[src/hw/rtl/arpr_pkg.sv]
// Package: shared constants, codes and types of the ARP resolver.
package arpr_pkg;

  localparam int CACHE_ENTRIES_DEF   = 16;
  localparam int PENDING_ENTRIES_DEF = 8;
  localparam int QUEUE_DEPTH_DEF     = 8;

  localparam logic [15:0] LIFETIME_RESET = 16'd30000;
  localparam logic [15:0] RETRY_RESET    = 16'd5000;

  localparam logic [15:0] ETH_TYPE_IPV4   = 16'h0800;
  localparam logic [15:0] ETH_TYPE_ARP    = 16'h0806;
  localparam logic [15:0] ARP_OP_REQUEST  = 16'd1;
  localparam logic [47:0] MAC_BROADCAST   = 48'hFFFF_FFFF_FFFF;

  localparam logic [1:0] OP_SEND = 2'd0;
  localparam logic [1:0] OP_RECV = 2'd1;
  localparam logic [1:0] OP_TICK = 2'd2;

  localparam logic [2:0] KIND_FRAME   = 3'd0;
  localparam logic [2:0] KIND_REQUEST = 3'd1;
  localparam logic [2:0] KIND_REPLY   = 3'd2;
  localparam logic [2:0] KIND_DELIVER = 3'd3;
  localparam logic [2:0] KIND_DROP    = 3'd4;

  localparam int CFG_IDX_W = 8;
  localparam logic [CFG_IDX_W-1:0] REG_OWN_MAC  = 8'd0;
  localparam logic [CFG_IDX_W-1:0] REG_OWN_IP   = 8'd1;
  localparam logic [CFG_IDX_W-1:0] REG_LIFETIME = 8'd2;
  localparam logic [CFG_IDX_W-1:0] REG_RETRY    = 8'd3;

  typedef enum logic [2:0] {
    EM_NONE, EM_HIT, EM_REQ, EM_REPLY, EM_DELIVER, EM_DROP_NEW, EM_DROP_Q, EM_FLUSH
  } emit_t;

  typedef enum logic [3:0] {
    S_IDLE, S_DISPATCH, S_PSCAN, S_EVICT_START, S_EVICT_RD, S_EVICT_EMIT, S_ALLOC,
    S_SEND_REQ, S_SEND_QUEUE, S_LEARN_SCAN, S_LEARN, S_REPLY, S_FLUSH_CHK,
    S_FLUSH_RD, S_FLUSH_EMIT, S_FINISH
  } state_t;

  typedef struct packed {
    logic [1:0]  op;
    logic [31:0] hop_ip;
    logic [7:0]  datagram_id;
    logic [47:0] frame_dst_mac;
    logic [15:0] ether_type;
    logic        parse_ok;
    logic [15:0] arp_opcode;
    logic [31:0] arp_sender_ip;
    logic [47:0] arp_sender_mac;
    logic [31:0] arp_target_ip;
    logic [15:0] elapsed_ms;
  } item_t;

  typedef struct packed {
    logic [2:0]  out_kind;
    logic [47:0] dst_mac;
    logic [31:0] target_ip;
    logic [47:0] target_mac;
    logic [7:0]  out_datagram_id;
    logic        last;
  } result_t;

  typedef struct packed {
    logic  load;
    logic  tick;
    logic  cscan_start;
    logic  cscan_step;
    logic  learn;
    logic  pscan_start;
    logic  pscan_step;
    logic  p_latch;
    logic  k_clear;
    logic  k_inc;
    logic  q_read;
    logic  q_write;
    logic  p_alloc;
    logic  req_clear;
    logic  p_release;
    logic  finish_push;
    emit_t emit;
  } cmd_t;

  typedef struct packed {
    logic [1:0] op;
    logic c_hit;
    logic c_free;
    logic p_hit;
    logic p_free;
    logic for_us;
    logic parse_ok;
    logic is_ipv4;
    logic is_arp;
    logic want_reply;
    logic need_req;
    logic q_full;
    logic k_done;
    logic cscan_last;
    logic pscan_last;
    logic can_push;
    logic hold_v;
  } status_t;

endpackage

[src/hw/rtl/arpr_if.sv]
// Interfaces: input item, result and configuration channels.
interface arpr_in_if;
  logic        valid;
  logic        ready;
  logic [1:0]  op;
  logic [31:0] hop_ip;
  logic [7:0]  datagram_id;
  logic [47:0] frame_dst_mac;
  logic [15:0] ether_type;
  logic        parse_ok;
  logic [15:0] arp_opcode;
  logic [31:0] arp_sender_ip;
  logic [47:0] arp_sender_mac;
  logic [31:0] arp_target_ip;
  logic [15:0] elapsed_ms;

  modport source (output valid, op, hop_ip, datagram_id, frame_dst_mac, ether_type,
                  parse_ok, arp_opcode, arp_sender_ip, arp_sender_mac, arp_target_ip,
                  elapsed_ms, input ready);
  modport sink (input valid, op, hop_ip, datagram_id, frame_dst_mac, ether_type,
                parse_ok, arp_opcode, arp_sender_ip, arp_sender_mac, arp_target_ip,
                elapsed_ms, output ready);
endinterface

interface arpr_out_if;
  logic        valid;
  logic        ready;
  logic [2:0]  out_kind;
  logic [47:0] dst_mac;
  logic [31:0] target_ip;
  logic [47:0] target_mac;
  logic [7:0]  out_datagram_id;
  logic        last;

  modport source (output valid, out_kind, dst_mac, target_ip, target_mac, out_datagram_id,
                  last, input ready);
  modport sink (input valid, out_kind, dst_mac, target_ip, target_mac, out_datagram_id,
                last, output ready);
endinterface

interface arpr_cfg_if;
  logic        valid;
  logic        ready;
  logic [7:0]  index;
  logic [47:0] data;

  modport source (output valid, index, data, input ready);
  modport sink (input valid, index, data, output ready);
endinterface

[src/hw/rtl/arp_resolver_with_pending_queue_unit.sv]
// Top level: ARP resolver with per-address pending datagram queues.
// Channels: item (sink) takes one operation (send, receive, tick); result
// (source) returns zero or more result transactions per item, the final one
// carrying last; cfg (sink) writes own_mac, own_ip, cache lifetime and request
// retry time by index and is always ready; the user must write it only while
// no item is in progress, which the block does not enforce. One item is worked
// on at a time; item.ready is high only between items. A send that misses
// with a full pending table first scans it and evicts the queued handles of
// the entry with the largest request timer; an ARP frame with a full cache
// first scans the cache; eviction and flush take one queue RAM read and one
// push per handle. Results leave through an output register
// plus one held stage, so the first result shows one push after it is formed.
// When the result side stalls the controller waits at the next push; nothing
// is lost or repeated. Synchronous reset clears the cache and pending valid
// bits, the output stages and restores register defaults; no clearing pass.
module arp_resolver_with_pending_queue_unit import arpr_pkg::*; #(
  parameter int CACHE_ENTRIES   = CACHE_ENTRIES_DEF,
  parameter int PENDING_ENTRIES = PENDING_ENTRIES_DEF,
  parameter int QUEUE_DEPTH     = QUEUE_DEPTH_DEF
) (
  input logic       clk,
  input logic       rst,
  arpr_in_if.sink   item,
  arpr_out_if.source result,
  arpr_cfg_if.sink  cfg
);
  cmd_t    cmd;
  status_t st;
  item_t   item_data;
  result_t res;

  assign item_data.op             = item.op;
  assign item_data.hop_ip         = item.hop_ip;
  assign item_data.datagram_id    = item.datagram_id;
  assign item_data.frame_dst_mac  = item.frame_dst_mac;
  assign item_data.ether_type     = item.ether_type;
  assign item_data.parse_ok       = item.parse_ok;
  assign item_data.arp_opcode     = item.arp_opcode;
  assign item_data.arp_sender_ip  = item.arp_sender_ip;
  assign item_data.arp_sender_mac = item.arp_sender_mac;
  assign item_data.arp_target_ip  = item.arp_target_ip;
  assign item_data.elapsed_ms     = item.elapsed_ms;

  assign cfg.ready = 1'b1;

  arpr_ctrl u_ctrl (
    .clk        (clk),
    .rst        (rst),
    .item_valid (item.valid),
    .item_ready (item.ready),
    .st         (st),
    .cmd        (cmd)
  );

  arpr_datapath #(
    .CACHE_ENTRIES   (CACHE_ENTRIES),
    .PENDING_ENTRIES (PENDING_ENTRIES),
    .QUEUE_DEPTH     (QUEUE_DEPTH)
  ) u_datapath (
    .clk          (clk),
    .rst          (rst),
    .item         (item_data),
    .cfg_valid    (cfg.valid),
    .cfg_index    (cfg.index),
    .cfg_data     (cfg.data),
    .cmd          (cmd),
    .st           (st),
    .result       (res),
    .result_valid (result.valid),
    .result_ready (result.ready)
  );

  assign result.out_kind        = res.out_kind;
  assign result.dst_mac         = res.dst_mac;
  assign result.target_ip       = res.target_ip;
  assign result.target_mac      = res.target_mac;
  assign result.out_datagram_id = res.out_datagram_id;
  assign result.last            = res.last;
endmodule

[src/hw/rtl/arpr_ram.sv]
// Generic single-write, single-read RAM with registered read data.
module arpr_ram #(
  parameter int WIDTH = 8,
  parameter int DEPTH = 64
) (
  input  logic                     clk,
  input  logic                     we,
  input  logic [$clog2(DEPTH > 1 ? DEPTH : 2)-1:0] waddr,
  input  logic [WIDTH-1:0]         wdata,
  input  logic                     re,
  input  logic [$clog2(DEPTH > 1 ? DEPTH : 2)-1:0] raddr,
  output logic [WIDTH-1:0]         rdata
);
  logic [WIDTH-1:0] mem [DEPTH];

  always_ff @(posedge clk) begin
    if (we) begin
      mem[waddr] <= wdata;
    end
    if (re) begin
      rdata <= mem[raddr];
    end
  end
endmodule

[src/hw/rtl/arpr_ctrl.sv]
// Controller: sequences each operation through the datapath.
module arpr_ctrl import arpr_pkg::*; (
  input  logic    clk,
  input  logic    rst,
  input  logic    item_valid,
  output logic    item_ready,
  input  status_t st,
  output cmd_t    cmd
);
  state_t state, state_next;

  always_ff @(posedge clk) begin
    if (rst) begin
      state <= S_IDLE;
    end else begin
      state <= state_next;
    end
  end

  always_comb begin
    cmd        = '0;
    cmd.emit   = EM_NONE;
    state_next = state;
    item_ready = 1'b0;
    unique case (state)
      S_IDLE: begin
        item_ready = 1'b1;
        if (item_valid) begin
          cmd.load   = 1'b1;
          state_next = S_DISPATCH;
        end
      end
      S_DISPATCH: begin
        case (st.op)
          OP_SEND: begin
            if (st.c_hit) begin
              if (st.can_push) begin
                cmd.emit   = EM_HIT;
                state_next = S_FINISH;
              end
            end else if (st.p_hit) begin
              cmd.p_latch = 1'b1;
              state_next  = S_SEND_REQ;
            end else if (st.p_free) begin
              cmd.p_latch = 1'b1;
              state_next  = S_ALLOC;
            end else begin
              cmd.pscan_start = 1'b1;
              state_next      = S_PSCAN;
            end
          end
          OP_RECV: begin
            if (!st.for_us || !st.parse_ok) begin
              state_next = S_FINISH;
            end else if (st.is_ipv4) begin
              if (st.can_push) begin
                cmd.emit   = EM_DELIVER;
                state_next = S_FINISH;
              end
            end else if (st.is_arp) begin
              if (st.c_hit || st.c_free) begin
                state_next = S_LEARN;
              end else begin
                cmd.cscan_start = 1'b1;
                state_next      = S_LEARN_SCAN;
              end
            end else begin
              state_next = S_FINISH;
            end
          end
          OP_TICK: begin
            cmd.tick   = 1'b1;
            state_next = S_FINISH;
          end
          default: state_next = S_FINISH;
        endcase
      end
      S_PSCAN: begin
        cmd.pscan_step = 1'b1;
        if (st.pscan_last) state_next = S_EVICT_START;
      end
      S_EVICT_START: begin
        cmd.p_latch = 1'b1;
        cmd.k_clear = 1'b1;
        state_next  = S_EVICT_RD;
      end
      S_EVICT_RD: begin
        if (st.k_done) begin
          state_next = S_ALLOC;
        end else begin
          cmd.q_read = 1'b1;
          state_next = S_EVICT_EMIT;
        end
      end
      S_EVICT_EMIT: begin
        if (st.can_push) begin
          cmd.emit   = EM_DROP_Q;
          cmd.k_inc  = 1'b1;
          state_next = S_EVICT_RD;
        end
      end
      S_ALLOC: begin
        cmd.p_alloc = 1'b1;
        state_next  = S_SEND_REQ;
      end
      S_SEND_REQ: begin
        if (!st.need_req) begin
          state_next = S_SEND_QUEUE;
        end else if (st.can_push) begin
          cmd.emit      = EM_REQ;
          cmd.req_clear = 1'b1;
          state_next    = S_SEND_QUEUE;
        end
      end
      S_SEND_QUEUE: begin
        if (!st.q_full) begin
          cmd.q_write = 1'b1;
          state_next  = S_FINISH;
        end else if (st.can_push) begin
          cmd.emit   = EM_DROP_NEW;
          state_next = S_FINISH;
        end
      end
      S_LEARN_SCAN: begin
        cmd.cscan_step = 1'b1;
        if (st.cscan_last) state_next = S_LEARN;
      end
      S_LEARN: begin
        cmd.learn  = 1'b1;
        state_next = S_REPLY;
      end
      S_REPLY: begin
        if (!st.want_reply) begin
          state_next = S_FLUSH_CHK;
        end else if (st.can_push) begin
          cmd.emit   = EM_REPLY;
          state_next = S_FLUSH_CHK;
        end
      end
      S_FLUSH_CHK: begin
        if (st.p_hit) begin
          cmd.p_latch = 1'b1;
          cmd.k_clear = 1'b1;
          state_next  = S_FLUSH_RD;
        end else begin
          state_next = S_FINISH;
        end
      end
      S_FLUSH_RD: begin
        if (st.k_done) begin
          cmd.p_release = 1'b1;
          state_next    = S_FINISH;
        end else begin
          cmd.q_read = 1'b1;
          state_next = S_FLUSH_EMIT;
        end
      end
      S_FLUSH_EMIT: begin
        if (st.can_push) begin
          cmd.emit   = EM_FLUSH;
          cmd.k_inc  = 1'b1;
          state_next = S_FLUSH_RD;
        end
      end
      S_FINISH: begin
        if (!st.hold_v) begin
          state_next = S_IDLE;
        end else if (st.can_push) begin
          cmd.finish_push = 1'b1;
          state_next      = S_IDLE;
        end
      end
      default: state_next = S_IDLE;
    endcase
  end
endmodule

[src/hw/rtl/arpr_datapath.sv]
// Datapath: config registers, cache, pending table, queue RAM and result staging.
module arpr_datapath import arpr_pkg::*; #(
  parameter int CACHE_ENTRIES   = CACHE_ENTRIES_DEF,
  parameter int PENDING_ENTRIES = PENDING_ENTRIES_DEF,
  parameter int QUEUE_DEPTH     = QUEUE_DEPTH_DEF
) (
  input  logic                 clk,
  input  logic                 rst,
  input  item_t                item,
  input  logic                 cfg_valid,
  input  logic [CFG_IDX_W-1:0] cfg_index,
  input  logic [47:0]          cfg_data,
  input  cmd_t                 cmd,
  output status_t              st,
  output result_t              result,
  output logic                 result_valid,
  input  logic                 result_ready
);
  localparam int CW = CACHE_ENTRIES > 1 ? $clog2(CACHE_ENTRIES) : 1;
  localparam int PW = PENDING_ENTRIES > 1 ? $clog2(PENDING_ENTRIES) : 1;
  localparam int KW = $clog2(QUEUE_DEPTH + 1);
  localparam int QE = PENDING_ENTRIES * QUEUE_DEPTH;
  localparam int AW = QE > 1 ? $clog2(QE) : 1;

  logic [47:0] own_mac;
  logic [31:0] own_ip;
  logic [15:0] lifetime;
  logic [15:0] retry;

  item_t it;

  logic        c_valid [CACHE_ENTRIES];
  logic [31:0] c_ip    [CACHE_ENTRIES];
  logic [47:0] c_mac   [CACHE_ENTRIES];
  logic [15:0] c_rem   [CACHE_ENTRIES];

  logic          p_valid [PENDING_ENTRIES];
  logic [31:0]   p_ip    [PENDING_ENTRIES];
  logic [15:0]   p_el    [PENDING_ENTRIES];
  logic [KW-1:0] p_cnt   [PENDING_ENTRIES];

  logic [CW-1:0] cs_idx, cs_best;
  logic [15:0]   cs_bval;
  logic [PW-1:0] p_reg, ps_best;
  logic [15:0]   ps_bval;
  logic [KW-1:0] k;
  logic          fresh;

  result_t hold, out_reg, em;
  logic    hold_v, out_v, out_free, can_push;

  logic [31:0]   key;
  logic          c_hit, c_free, p_hit, p_free;
  logic [CW-1:0] c_hit_idx, c_free_idx, learn_slot;
  logic [PW-1:0] p_hit_idx, p_free_idx, p_choice;
  logic [7:0]    q_rdata;
  logic [AW-1:0] q_base, q_raddr, q_waddr;

  assign key = (it.op == OP_SEND) ? it.hop_ip : it.arp_sender_ip;

  always_comb begin
    c_hit = 1'b0; c_hit_idx = '0; c_free = 1'b0; c_free_idx = '0;
    for (int i = CACHE_ENTRIES - 1; i >= 0; i--) begin
      if (c_valid[i] && c_ip[i] == key) begin
        c_hit = 1'b1; c_hit_idx = CW'(i);
      end
      if (!c_valid[i]) begin
        c_free = 1'b1; c_free_idx = CW'(i);
      end
    end
  end

  always_comb begin
    p_hit = 1'b0; p_hit_idx = '0; p_free = 1'b0; p_free_idx = '0;
    for (int i = PENDING_ENTRIES - 1; i >= 0; i--) begin
      if (p_valid[i] && p_ip[i] == key) begin
        p_hit = 1'b1; p_hit_idx = PW'(i);
      end
      if (!p_valid[i]) begin
        p_free = 1'b1; p_free_idx = PW'(i);
      end
    end
  end

  assign learn_slot = c_hit ? c_hit_idx : (c_free ? c_free_idx : cs_best);
  assign p_choice   = p_hit ? p_hit_idx : (p_free ? p_free_idx : ps_best);

  // queue storage is flattened: entry p, slot k at p*QUEUE_DEPTH + k
  assign q_base  = AW'(p_reg) * AW'(QUEUE_DEPTH);
  assign q_raddr = q_base + AW'(k);
  assign q_waddr = q_base + AW'(p_cnt[p_reg]);

  arpr_ram #(.WIDTH(8), .DEPTH(QE)) u_queue (
    .clk   (clk),
    .we    (cmd.q_write),
    .waddr (q_waddr),
    .wdata (it.datagram_id),
    .re    (cmd.q_read),
    .raddr (q_raddr),
    .rdata (q_rdata)
  );

  assign out_free = !out_v || result_ready;
  assign can_push = !hold_v || out_free;

  always_comb begin
    em = '0;
    case (cmd.emit)
      EM_HIT: begin
        em.out_kind = KIND_FRAME; em.dst_mac = c_mac[c_hit_idx];
        em.out_datagram_id = it.datagram_id;
      end
      EM_REQ: begin
        em.out_kind = KIND_REQUEST; em.dst_mac = MAC_BROADCAST; em.target_ip = key;
      end
      EM_REPLY: begin
        em.out_kind = KIND_REPLY; em.dst_mac = it.arp_sender_mac;
        em.target_ip = it.arp_sender_ip; em.target_mac = it.arp_sender_mac;
      end
      EM_DELIVER: begin
        em.out_kind = KIND_DELIVER; em.out_datagram_id = it.datagram_id;
      end
      EM_DROP_NEW: begin
        em.out_kind = KIND_DROP; em.out_datagram_id = it.datagram_id;
      end
      EM_DROP_Q: begin
        em.out_kind = KIND_DROP; em.out_datagram_id = q_rdata;
      end
      EM_FLUSH: begin
        em.out_kind = KIND_FRAME; em.dst_mac = it.arp_sender_mac;
        em.out_datagram_id = q_rdata;
      end
      default: em = '0;
    endcase
  end

  // config and item capture
  always_ff @(posedge clk) begin
    if (rst) begin
      own_mac  <= '0;
      own_ip   <= '0;
      lifetime <= LIFETIME_RESET;
      retry    <= RETRY_RESET;
    end else if (cfg_valid) begin
      unique case (cfg_index)
        REG_OWN_MAC:  own_mac  <= cfg_data;
        REG_OWN_IP:   own_ip   <= cfg_data[31:0];
        REG_LIFETIME: lifetime <= cfg_data[15:0];
        REG_RETRY:    retry    <= cfg_data[15:0];
        default: ;
      endcase
    end
    if (cmd.load) it <= item;
  end

  // cache
  always_ff @(posedge clk) begin
    if (rst) begin
      for (int i = 0; i < CACHE_ENTRIES; i++) c_valid[i] <= 1'b0;
    end else begin
      if (cmd.tick) begin
        for (int i = 0; i < CACHE_ENTRIES; i++) begin
          if (c_valid[i]) begin
            if (c_rem[i] <= it.elapsed_ms) begin
              c_valid[i] <= 1'b0;
              c_rem[i]   <= '0;
            end else begin
              c_rem[i] <= c_rem[i] - it.elapsed_ms;
            end
          end
        end
      end
      if (cmd.learn) begin
        c_valid[learn_slot] <= 1'b1;
        c_ip[learn_slot]    <= it.arp_sender_ip;
        c_mac[learn_slot]   <= it.arp_sender_mac;
        c_rem[learn_slot]   <= lifetime;
      end
    end
    // least remaining lifetime, lowest index on ties
    if (cmd.cscan_start) begin
      cs_idx  <= '0;
      cs_best <= '0;
      cs_bval <= '1;
    end else if (cmd.cscan_step) begin
      if (c_rem[cs_idx] < cs_bval) begin
        cs_best <= cs_idx;
        cs_bval <= c_rem[cs_idx];
      end
      cs_idx <= cs_idx + 1'b1;
    end
  end

  // pending table
  always_ff @(posedge clk) begin
    if (rst) begin
      for (int i = 0; i < PENDING_ENTRIES; i++) begin
        p_valid[i] <= 1'b0;
        p_cnt[i]   <= '0;
      end
      fresh <= 1'b0;
    end else begin
      if (cmd.load) fresh <= 1'b0;
      if (cmd.tick) begin
        for (int i = 0; i < PENDING_ENTRIES; i++) begin
          if (p_valid[i]) begin
            p_el[i] <= (17'(p_el[i]) + 17'(it.elapsed_ms) > 17'hFFFF) ? 16'hFFFF
                       : p_el[i] + it.elapsed_ms;
          end
        end
      end
      if (cmd.p_alloc) begin
        p_valid[p_reg] <= 1'b1;
        p_ip[p_reg]    <= key;
        p_el[p_reg]    <= '0;
        p_cnt[p_reg]   <= '0;
        fresh          <= 1'b1;
      end
      if (cmd.req_clear) p_el[p_reg] <= '0;
      if (cmd.q_write) p_cnt[p_reg] <= p_cnt[p_reg] + 1'b1;
      if (cmd.p_release) begin
        p_valid[p_reg] <= 1'b0;
        p_cnt[p_reg]   <= '0;
        p_el[p_reg]    <= '0;
      end
    end
    // p_reg doubles as the scan index for the largest request timer
    if (cmd.pscan_start) begin
      p_reg   <= '0;
      ps_best <= '0;
      ps_bval <= '0;
    end else if (cmd.pscan_step) begin
      if (p_el[p_reg] > ps_bval) begin
        ps_best <= p_reg;
        ps_bval <= p_el[p_reg];
      end
      p_reg <= p_reg + 1'b1;
    end else if (cmd.p_latch) begin
      p_reg <= p_choice;
    end
    if (cmd.k_clear) begin
      k <= '0;
    end else if (cmd.k_inc) begin
      k <= k + 1'b1;
    end
  end

  // one result held back so the final one can be marked last
  always_ff @(posedge clk) begin
    if (rst) begin
      hold_v <= 1'b0;
      out_v  <= 1'b0;
    end else if (cmd.emit != EM_NONE) begin
      out_v  <= hold_v || (out_v && !result_ready);
      hold_v <= 1'b1;
    end else if (cmd.finish_push) begin
      out_v  <= 1'b1;
      hold_v <= 1'b0;
    end else if (out_v && result_ready) begin
      out_v <= 1'b0;
    end
    if (cmd.emit != EM_NONE) begin
      if (hold_v) out_reg <= hold;
      hold <= em;
    end else if (cmd.finish_push) begin
      out_reg <= {hold[$bits(result_t)-1:1], 1'b1};
    end
  end

  assign result       = out_reg;
  assign result_valid = out_v;

  always_comb begin
    st            = '0;
    st.op         = it.op;
    st.c_hit      = c_hit;
    st.c_free     = c_free;
    st.p_hit      = p_hit;
    st.p_free     = p_free;
    st.for_us     = (it.frame_dst_mac == own_mac) || (it.frame_dst_mac == MAC_BROADCAST);
    st.parse_ok   = it.parse_ok;
    st.is_ipv4    = it.ether_type == ETH_TYPE_IPV4;
    st.is_arp     = it.ether_type == ETH_TYPE_ARP;
    st.want_reply = (it.arp_opcode == ARP_OP_REQUEST) && (it.arp_target_ip == own_ip);
    st.need_req   = fresh || (p_el[p_reg] >= retry);
    st.q_full     = p_cnt[p_reg] == KW'(QUEUE_DEPTH);
    st.k_done     = k == p_cnt[p_reg];
    st.cscan_last = cs_idx == CW'(CACHE_ENTRIES - 1);
    st.pscan_last = p_reg == PW'(PENDING_ENTRIES - 1);
    st.can_push   = can_push;
    st.hold_v     = hold_v;
  end
endmodule
[src/flat_wrapper.sv]
// flat-port wrapper written by rule: the top's interface ports become plain ports
module arp_resolver_with_pending_queue_unit_flat import arpr_pkg::*;
#(
  parameter int CACHE_ENTRIES   = CACHE_ENTRIES_DEF,
  parameter int PENDING_ENTRIES = PENDING_ENTRIES_DEF,
  parameter int QUEUE_DEPTH     = QUEUE_DEPTH_DEF
)
  (clk, rst, item_valid, item_op, item_hop_ip, item_datagram_id, item_frame_dst_mac, item_ether_type, item_parse_ok, item_arp_opcode, item_arp_sender_ip, item_arp_sender_mac, item_arp_target_ip, item_elapsed_ms, item_ready, result_valid, result_out_kind, result_dst_mac, result_target_ip, result_target_mac, result_out_datagram_id, result_last, result_ready, cfg_valid, cfg_index, cfg_data, cfg_ready);
  arpr_in_if item_i ();
  arpr_out_if result_i ();
  arpr_cfg_if cfg_i ();
  input logic clk;
  input logic rst;
  input wire logic [$bits(item_i.valid)-1:0] item_valid;
  input wire logic [$bits(item_i.op)-1:0] item_op;
  input wire logic [$bits(item_i.hop_ip)-1:0] item_hop_ip;
  input wire logic [$bits(item_i.datagram_id)-1:0] item_datagram_id;
  input wire logic [$bits(item_i.frame_dst_mac)-1:0] item_frame_dst_mac;
  input wire logic [$bits(item_i.ether_type)-1:0] item_ether_type;
  input wire logic [$bits(item_i.parse_ok)-1:0] item_parse_ok;
  input wire logic [$bits(item_i.arp_opcode)-1:0] item_arp_opcode;
  input wire logic [$bits(item_i.arp_sender_ip)-1:0] item_arp_sender_ip;
  input wire logic [$bits(item_i.arp_sender_mac)-1:0] item_arp_sender_mac;
  input wire logic [$bits(item_i.arp_target_ip)-1:0] item_arp_target_ip;
  input wire logic [$bits(item_i.elapsed_ms)-1:0] item_elapsed_ms;
  output wire logic [$bits(item_i.ready)-1:0] item_ready;
  output wire logic [$bits(result_i.valid)-1:0] result_valid;
  output wire logic [$bits(result_i.out_kind)-1:0] result_out_kind;
  output wire logic [$bits(result_i.dst_mac)-1:0] result_dst_mac;
  output wire logic [$bits(result_i.target_ip)-1:0] result_target_ip;
  output wire logic [$bits(result_i.target_mac)-1:0] result_target_mac;
  output wire logic [$bits(result_i.out_datagram_id)-1:0] result_out_datagram_id;
  output wire logic [$bits(result_i.last)-1:0] result_last;
  input wire logic [$bits(result_i.ready)-1:0] result_ready;
  input wire logic [$bits(cfg_i.valid)-1:0] cfg_valid;
  input wire logic [$bits(cfg_i.index)-1:0] cfg_index;
  input wire logic [$bits(cfg_i.data)-1:0] cfg_data;
  output wire logic [$bits(cfg_i.ready)-1:0] cfg_ready;
  assign item_i.valid = item_valid;
  assign item_i.op = item_op;
  assign item_i.hop_ip = item_hop_ip;
  assign item_i.datagram_id = item_datagram_id;
  assign item_i.frame_dst_mac = item_frame_dst_mac;
  assign item_i.ether_type = item_ether_type;
  assign item_i.parse_ok = item_parse_ok;
  assign item_i.arp_opcode = item_arp_opcode;
  assign item_i.arp_sender_ip = item_arp_sender_ip;
  assign item_i.arp_sender_mac = item_arp_sender_mac;
  assign item_i.arp_target_ip = item_arp_target_ip;
  assign item_i.elapsed_ms = item_elapsed_ms;
  assign item_ready = item_i.ready;
  assign result_valid = result_i.valid;
  assign result_out_kind = result_i.out_kind;
  assign result_dst_mac = result_i.dst_mac;
  assign result_target_ip = result_i.target_ip;
  assign result_target_mac = result_i.target_mac;
  assign result_out_datagram_id = result_i.out_datagram_id;
  assign result_last = result_i.last;
  assign result_i.ready = result_ready;
  assign cfg_i.valid = cfg_valid;
  assign cfg_i.index = cfg_index;
  assign cfg_i.data = cfg_data;
  assign cfg_ready = cfg_i.ready;
  arp_resolver_with_pending_queue_unit #(.CACHE_ENTRIES(CACHE_ENTRIES), .PENDING_ENTRIES(PENDING_ENTRIES), .QUEUE_DEPTH(QUEUE_DEPTH)) u_core (.clk(clk), .rst(rst), .item(item_i), .result(result_i), .cfg(cfg_i));
endmodule
[config.mk]
export PLATFORM = sky130hd
export DESIGN_NAME = arp_resolver_with_pending_queue_unit_flat
export DESIGN_NICKNAME = d
export VERILOG_FILES = /design/src/hw/rtl/arpr_pkg.sv /design/src/hw/rtl/arpr_if.sv /design/src/hw/rtl/arp_resolver_with_pending_queue_unit.sv /design/src/hw/rtl/arpr_ram.sv /design/src/hw/rtl/arpr_ctrl.sv /design/src/hw/rtl/arpr_datapath.sv /design/src/flat_wrapper.sv
export SDC_FILE = /design/constraint.sdc
export NUM_CORES = 2
export LEC_CHECK = 0
export ABC_AREA = 0
export BUFFER_PORTS_ARGS = -buffer_cell sky130_fd_sc_hd__buf_4
export CAP_MARGIN = 20
export CORE_ASPECT_RATIO = 1.2
export CORE_UTILIZATION = 50
export DETAILED_ROUTE_END_ITERATION = 10
export PLACE_DENSITY = 0.66
export SLEW_MARGIN = 20
export SYNTH_ARGS = -nofsm -noshare
export SYNTH_HDL_FRONTEND = slang
export SYNTH_SLANG_ARGS = --single-unit
export TNS_END_PERCENT = 30
[constraint.sdc]
create_clock -name clk -period 14.09 [get_ports clk]
set_input_delay 2.1135 -clock clk [delete_from_list [all_inputs] [get_ports clk]]
set_output_delay 2.1135 -clock clk [all_outputs]
set_load 0.01 [all_outputs]
==> impl_metrics.json <==
{
  "cp.required_ps": 14740,
  "holdCritPathClass": "reg2reg",
  "hold_start": "u_core.u_datapath.hold[1]",
  "finalHoldViolations": 0,
  "die_w_um": 502,
  "synth_fp_nets": 11800,
  "io-pin-count": 455,
  "synthCells": 11100,
  "drt-wirelength-per-cell_um": 32.0,
  "period_needed_ps": 8710,
  "tightest_slew_ps": 1240,
  "grt_usage_pct": 32.7,
  "clk_latency_ps": 940,
  "setup_viol": 0,
  "reg2reg_from": "u_core.u_datapath.st[17]",
  "cp-end-kind": "flip-flop",
  "reg2reg_slack_ps": 5380,
  "hold_end": "u_core.u_datapath.result[1]",
  "cts_sinks": 3202,
  "cts.clk_slew.worst_paths_ps": 60,
  "detail-route-antenna-nets": 0,
  "critPathKind": "reg2reg",
  "pwr-share-seq_pct": 41.1,
  "path_max_fanout": 191,
  "hold_depth": 0,
  "drive_gt1_share_pct": 16.3,
  "vias_per_cell": 6.46,
  "start_kind": "flip-flop",
  "post-route-period-util_pct": 61.8,
  "synth-async-reset-ratio_pct": 0,
  "num_rows": 220,
  "yosys_warnings": 0,
  "switching_share_pct": 33.7,
  "cts-buffers-inserted": 333,
  "p_clk_share_pct": 29.8,
  "leakagePower_nw": 58.4,
  "final_area_sq_um": 169000,
  "fin_skew_ps": 61.9,
  "cts-root-buf": "clkbuf_16",
  "synth_flop_cell": "edfxtp_1",
  "dieArea_sq_um": 303000,
  "synth_seq_cells": 3202,
  "dpl-instance-area_sq_um": 159000,
  "wirelength_um": 505000,
  "reg_top3": "u_core.u_datapath.c_mac (768), u_core.u_datapath.c_ip (512), u_core.u_datapath.u_queue.mem (512)",
  "regMostFlops": "u_core.u_datapath.c_mac",
  "relSlewSlack_pct": 15.9,
  "r2r_cells": 17,
  "route.detailed.drc": 0,
  "maxCapViolations": 0,
  "slew_violations": 0,
  "largest_register_ff_count": 768,
  "worstPathArrival_ps": 9360,
  "h-tree-depth": 5,
  "nNetsFinal": 12300,
  "yosysSeqAreaShare_pct": 61.9,
  "cts_buffer_depth": 4,
  "first_pass_iters": 6,
  "rsz0062_at_grt": "false",
  "grt_pass1_wl_um": 713000,
  "clock.fmax_ghz": 0.115,
  "gp_congestion": 1.03,
  "status": "complete, no violations",
  "grt_max_degree": 192,
  "initial_core_util_pct": 50.2,
  "ctsResizeCount": 0,
  "vias": 102000,
  "p_sw_mw": 9.98,
  "dp_hpwl_um": 336000,
  "antenna_found_initial": 29,
  "power_density_nw_per_um2": 175,
  "combPwrFrac_pct": 29.1,
  "cts_hold_buf": 0,
  "cts_setup_buffers": 0,
  "core_area_sq_um": 299000,
  "synth-edff-count": 2882,
  "grt_pass1_vias": 99900,
  "syn_area_per_cell_sq_um": 13.6,
  "intPower_mw": 19.6,
  "overflow": 0,
  "cts_tree": "yes",
  "hold_slack_ps": 405,
  "worstReg2RegEnd": "u_core.u_datapath.hold[129]",
  "syn_to_final_growth_pct": 12.8,
  "dieHeight_um": 602,
  "irDropWorstVdd_v": 0.000123,
  "drt_iter0_drc": 12800,
  "final.setup.tns_ps": 0,
  "port_buffers": 453,
  "synth_area_sq_um": 150000,
  "netlist-cell-type-count": 100
}
==> cell families (layout without fill, tap and decap cells) <==
kind of cell    count (synthesis)  in the layout  synth area share [%]
fa+ha+maj                     465            465                  3.99
flops                        3202           3202                  61.9
compound gates               2166           2166                  9.97
buf+inv                      1016           1759                  2.77
mux                           634            634                  6.76
simple gates                 2641           2641                  9.19
xor+xnor                      932            932                  5.43
other cells                     1             12               0.00250
==> how the worst max path moves through the flow <==
stage	startpoint	end	slack (ps)	depth (start not counted)
2_1_floorplan	flip-flop	u_core.u_datapath.result[0]	3170	17
3_3_place_gp	u_core.u_datapath.st[16]	u_core.u_datapath.hold[127]	5300	18
3_5_place_dp	u_core.u_datapath.st[17]	u_core.u_datapath.hold[127]	5760	17
4_1_cts	u_core.u_datapath.st[17]	u_core.u_datapath.hold[127]	5760	17
5_1_grt	u_core.u_datapath.st[17]	u_core.u_datapath.hold[130]	5270	17
6_report	u_core.u_datapath.st[17]	u_core.u_datapath.hold[129]	5380	17
==> per-stage QoR <==
step / util, % / power, mW / worst slack, ps / cells
after floorplan: - / 17.6 / 3170 / 11100
after global placement: 53.0 / 20.5 / 5300 / 15200
after detailed placement: 53.0 / 20.7 / 5760 / 15200
after CTS: 56.6 / 29.5 / 5760 / 15800
after global routing: 56.7 / 30.6 / 5270 / 15800
final: 56.7 / 29.6 / 5380 / 15800
==> cell type report <==
class                   instances  area [sq um]
clock inverters               193          1840
well taps                    3996          5000
multi-input cells            6839         53500
flip-flops and latches       3202         93000
diodes                         11          27.5
repair buffers                726          5550
inverters                     430          1610
fillers                     23900        130000
clock buffers                 410          8890
==> cell usage after synthesis (all sizes together), types with 288 or more instances <==
cell type,count,area [sq um]
inv,427,1600
nor2,513,1970
nor4,343,2190
xnor2,700,6130
mux4,288,6490
nand2,605,2270
clkbuf,351,1320
a21oi,568,2850
dfxtp,320,6410
o21ai,371,1900
edfxtp,2882,86500
ha,441,5520
==> critical path, stage by stage (launching register included) <==
cell	delay, ps
edfxtp_1	340
buf_4	670
or2_2	610
buf_4	690
o21ai_0	190
o41ai_1	890
nand4_1	270
nor4_2	760
a21oi_1	140
a21oi_1	200
o41ai_1	120
o22ai_4	180
buf_12	420
buf_12	760
buf_4	720
mux2_2	420
a221oi_1	320
a31oi_1	140
==> cell usage in the layout, fill, tap and decap left out, types with 59 or more instances in the layout <==
| master | netlist | final |
|---|---|---|
| a21oi_1 | 567 | 566 |
| a21o_1 | 190 | 190 |
| a221oi_1 | 116 | 115 |
| mux2i_1 | 184 | 184 |
| edfxtp_1 | 2882 | 2882 |
| inv_1 | 419 | 418 |
| o221a_2 | 124 | 124 |
| nor3_1 | 147 | 146 |
| nand2_1 | 605 | 604 |
| clkbuf_1 | 351 | 59 |
| nand4_1 | 168 | 168 |
| dfxtp_1 | 320 | 310 |
| o22ai_1 | 74 | 74 |
| and3_1 | 205 | 203 |
| buf_4 | 27 | 714 |
| clkbuf_16 | 0 | 341 |
| nor2_1 | 503 | 491 |
| a22o_1 | 265 | 265 |
| clkinv_1 | 3 | 64 |
| nand3_1 | 179 | 179 |
| xor2_1 | 232 | 231 |
| nor4_1 | 338 | 334 |
| mux4_2 | 288 | 288 |
| a31oi_1 | 96 | 95 |
| nor2b_1 | 130 | 125 |
| o21ai_0 | 327 | 325 |
| xnor2_1 | 700 | 700 |
| o21bai_1 | 69 | 69 |
| ha_1 | 441 | 441 |
| mux2_2 | 128 | 128 |
==> layer usage <==
metal  routed length (um)  global-route usage [%]  vias up
met5                  161                       0        -
met4                30800                    16.9       20
li1                     -                       -    43600
met3                48000                    6.42     1367
met2               234000                    52.1     5733
met1               192000                    42.4    51400
==> power groups by stage <==
stage / logic [mW] / registers (mW) / clock network [mW]
global placement: 8.18 / 12.3 / 0
detailed placement: 8.39 / 12.4 / 0
floorplan: 5.51 / 12.1 / 0
finish: 8.60 / 12.2 / 8.82
global route: 9.07 / 12.2 / 9.26
CTS: 8.43 / 12.2 / 8.91
No activity file was read; power rests on OpenSTA's default activity.
